==> config.mk <==
export PLATFORM = sky130hd
export DESIGN_NAME = srs_cell
export DESIGN_NICKNAME = d
export VERILOG_FILES = /design/src/srs_pkg.sv /design/src/srs_cell.sv
export SDC_FILE = /design/constraint.sdc
export NUM_CORES = 1
export LEC_CHECK = 0
export BUFFER_PORTS_ARGS = -buffer_cell sky130_fd_sc_hd__buf_2
export CAP_MARGIN = 20
export CORE_UTILIZATION = 45
export CTS_BUF_LIST = sky130_fd_sc_hd__clkbuf_2 sky130_fd_sc_hd__clkbuf_4 sky130_fd_sc_hd__clkbuf_8
export CTS_CLUSTER_SIZE = 25
export DETAILED_ROUTE_END_ITERATION = 8
export HOLD_SLACK_MARGIN = 0.05
export PLACE_DENSITY_LB_ADDON = 0.1
export SLEW_MARGIN = 30
export SYNTH_ARGS = -nofsm -noshare
export SYNTH_HDL_FRONTEND = slang
export SYNTH_SLANG_ARGS = --single-unit
==> constraint.sdc <==
create_clock -name clk -period 5.15 [get_ports clk]
set_input_delay 1.03 -clock clk [delete_from_list [all_inputs] [get_ports clk]]
set_output_delay 1.03 -clock clk [all_outputs]
set_load 0.03 [all_outputs]
==> src/srs_pkg.sv <==
// Shared types for the stable record sorter.
// Holds the key and tag types and the per-cell control word.
// No dependencies; used by srs_cell and stable_record_sorter_unit.
package srs_pkg;

    localparam int KeyW = 44;
    localparam int TagW = 16;

    typedef logic [KeyW-1:0] key_t;
    typedef logic [TagW-1:0] tag_t;

    // Control word broadcast from the top level to every cell.
    typedef struct packed {
        logic insert;   // a new word is placed into the chain this cycle
        logic shift;    // every cell takes the contents of the cell below
    } cell_ctrl_t;

endpackage

==> src/srs_cell.sv <==
// One cell of the sorting chain: holds one record and compares it with the arriving word.
// Depends on srs_pkg for the key, tag and control types.
module srs_cell
(
    input  logic               clk,
    input  srs_pkg::cell_ctrl_t ctrl,
    input  logic               occupied,
    input  srs_pkg::key_t      ins_key,
    input  srs_pkg::tag_t      ins_tag,
    input  logic               lt_prev,
    input  srs_pkg::key_t      prev_key,
    input  srs_pkg::tag_t      prev_tag,
    input  srs_pkg::key_t      next_key,
    input  srs_pkg::tag_t      next_tag,
    output logic               lt,
    output srs_pkg::key_t      key,
    output srs_pkg::tag_t      tag
);

    srs_pkg::key_t key_reg;
    srs_pkg::key_t key_next;
    srs_pkg::tag_t tag_reg;
    srs_pkg::tag_t tag_next;

    // The new word belongs at or above this cell when the cell is empty or holds a
    // strictly larger key; equal keys keep the older record above the new one.
    assign lt = !occupied || (ins_key < key_reg);

    // Insertion moves larger records one cell down; draining moves all records up.
    always_comb
    begin
        key_next = key_reg;
        tag_next = tag_reg;
        if (ctrl.insert)
        begin
            if (lt_prev)
            begin
                key_next = prev_key;
                tag_next = prev_tag;
            end
            else if (lt)
            begin
                key_next = ins_key;
                tag_next = ins_tag;
            end
        end
        else if (ctrl.shift)
        begin
            key_next = next_key;
            tag_next = next_tag;
        end
    end

    always_ff @(posedge clk)
    begin
        key_reg <= key_next;
        tag_reg <= tag_next;
    end

    assign key = key_reg;
    assign tag = tag_reg;

endmodule

==> metrics.csv <==
metric,value,unit
cts_tree,done,
cts.clk_slew.worst_paths,0.07,ns
hold_viol_final,0,
synthTopCellsByArea,"edfxtp_1 (44%), mux2i_1 (15%), ha_1 (13%), a21oi_1 (9.1%), nor2_1 (5.9%)",
hold_path.class,primary input to flop,
antenna_found_initial,0,
power.density,258,mW/mm^2
hold_buffers,0,
syn_avg_cell_area,9.86,um^2
critPathBufInv,2,
required,4.12,ns
nets,883,
fmax,0.252,GHz
crit_type,primary input to output pin,
post-route-cell-area,0.00562,mm^2
drive_gt1_share,40.6,%
critPathArrivalTime,2.94,ns
vias_per_cell,5.04,
whs,1.02,ns
grt_pass1_wl,17.4,mm
clk_latency,0.34,ns
num_rows,34,
grt_max_degree,73,
cts_sinks,60,
largest_register_ffs,44,
ys_async_sr_fraction,0,%
ir_drop,0.000127,V
status,finished clean,
max_slew_margin,50.6,%
cts_root_buffer,clkbuf_8,
start_kind,primary input,
wl,11.1,mm
antenna_cells,0,
track_usage,23.3,%
syn_inst,417,
switching_share,34.4,%
comb_power_share,30.5,%
cts_buffer_depth,2,
ys_seq_area_share,43.8,%
cpMaxStageDelayCell,nor4_1,
hpwl,8.98,mm
die_y,97.6,um
maxCapViolations,0,
synth_cell_type_count,31,
drtIter0Drc,52,
grt_overflow,0,
place_area,0.00543,mm^2
via_count,3871,
htreeDepth,3,
areaGrowthSynthToFinish,36.6,%
tns,0,ns
cts_buffers,9,
drtPass1Iterations,4,
synthFlopType,edfxtp_1,
critPathLaunch,ins_key[26],
drv_slew,0,
cts_resized,0,
cts_setup_buffers,0,
layout_common_cells,"buf_2 (243), a21oi_1 (75), nor2_1 (65)",
grt_pass1_vias,3823,
power.leakage,2.93,nW
coreArea,0.00876,mm^2
synthDominantCellAreaShare,43.8,%
synth-seq-cells,60,
wire_per_inst,14.4,um
critPathMaxStageDelay,0.47,ns
drc,0,
fin_worst_skew,0.0149,ns
synth_warnings,0,
synth_area_leader_cell,edfxtp_1,
finalSetupViolCount,0,
place.gp.congestion,0.760,
crit_chain,"buf_2, ha_1, nand4_1, nor4_1, o311ai_0, a311oi_1, o31ai_2, buf_2",
clockPowerShare,26.8,%
fp.dieW,97.6,um
cpMostUsedCell,buf_2,
p_sw,0.000499,W
reg2reg_from,key[29]$_DFFE_PP_,
crit_family,compound AO/OA/AOI/OAI gates,
crit_path_end_kind,output pin,
fin_crit_sh,77.1,%
io_buffers,245,
start_util,46.9,%
ios,246,
final_common_cell,buf_2,
finalCriticalPeriod,3.97,ns
ant_nets,0,
hp-start,next_key[3],
grt_setup_unrepaired,no,
pwr-share-seq,42.7,%
syn-cell-area,0.00411,mm^2
synth_edf_count,60,
die-area,0.00952,mm^2
syn_nets,645,
internal-power,0.000951,W
cp_max_fo,3,
worst_pin_slew,0.741,ns
-- per-layer routing --
metal / GRT usage [%] / routed length (um) / up-vias / share of wire [%]
met4: 5.77 / 65 / 0 / 0.59
met2: 46.3 / 6080 / 143 / 55
met1: 24.5 / 4290 / 1743 / 39
li1: - / - / 1979 / -
met3: 4.89 / 641 / 6 / 5.8
met5: 0 / 0 / - / 0
-- logic make-up after synthesis --
group	share of synthesized area [%]
and+or+nand+nor	9.53
AOI/OAI and AO/OA	12.8
adders and majority gates	13.1
DFF	43.8
buffers and inverters	6.12
muxes	14.6
-- final timing paths --
kind                        to  slack (ns)  cells after the start
max                         lt        1.18                      8
min           key[3]$_DFFE_PP_        1.02                      3
max reg2reg  key[16]$_DFFE_PP_        2.01                      9
min reg2reg   key[9]$_DFFE_PP_        1.54                      6
-- power groups by stage --
stage	Sequential, W	Clock, W	Combinational, W
2_1_floorplan	0.000729	0	0.000175
3_3_place_gp	0.000628	0	0.000436
3_5_place_dp	0.000630	0	0.000447
4_1_cts	0.000619	0.000399	0.000449
5_1_grt	0.000624	0.000419	0.000489
6_report	0.000619	0.000389	0.000443
-- synthesized netlist by cell type, types with 2 or more instances --
| cell | number |
|---|---|
| nand2_1 | 11 |
| buf_2 | 3 |
| o21ai_0 | 9 |
| clkbuf_1 | 17 |
| nand3_1 | 2 |
| edfxtp_1 | 60 |
| nand2b_1 | 2 |
| nand4_1 | 7 |
| inv_1 | 45 |
| ha_1 | 43 |
| mux2i_1 | 60 |
| a21oi_1 | 75 |
| nor2_1 | 65 |
-- worst min-delay path, stage by stage --
cell and delay [ns]:
buf_2 0.07, nor2_1 0.03, a21oi_1 0.10
-- final cells by class --
class	count	area (um^2)
Clock inverter	7	58.8
Clock buffer	9	124
Inverter	45	169
Sequential cell	60	1800
Multi-Input combinational cell	291	2060
Tap cell	108	135
Fill cell	774	3150
Timing Repair Buffer	248	1270
-- metrics by stage --
stage | total power [W] | worst slack [ns] | utilization [%] | std cells
floorplan | 0.000904 | 0.471 | - | 417
global placement | 0.00106 | 1.23 | 62.0 | 752
detailed placement | 0.00108 | 1.19 | 62.0 | 752
CTS | 0.00147 | 1.19 | 64.1 | 768
global route | 0.00153 | 1.04 | 64.1 | 768
finish | 0.00145 | 1.18 | 64.1 | 768
Power figures use the tool's default switching activity.
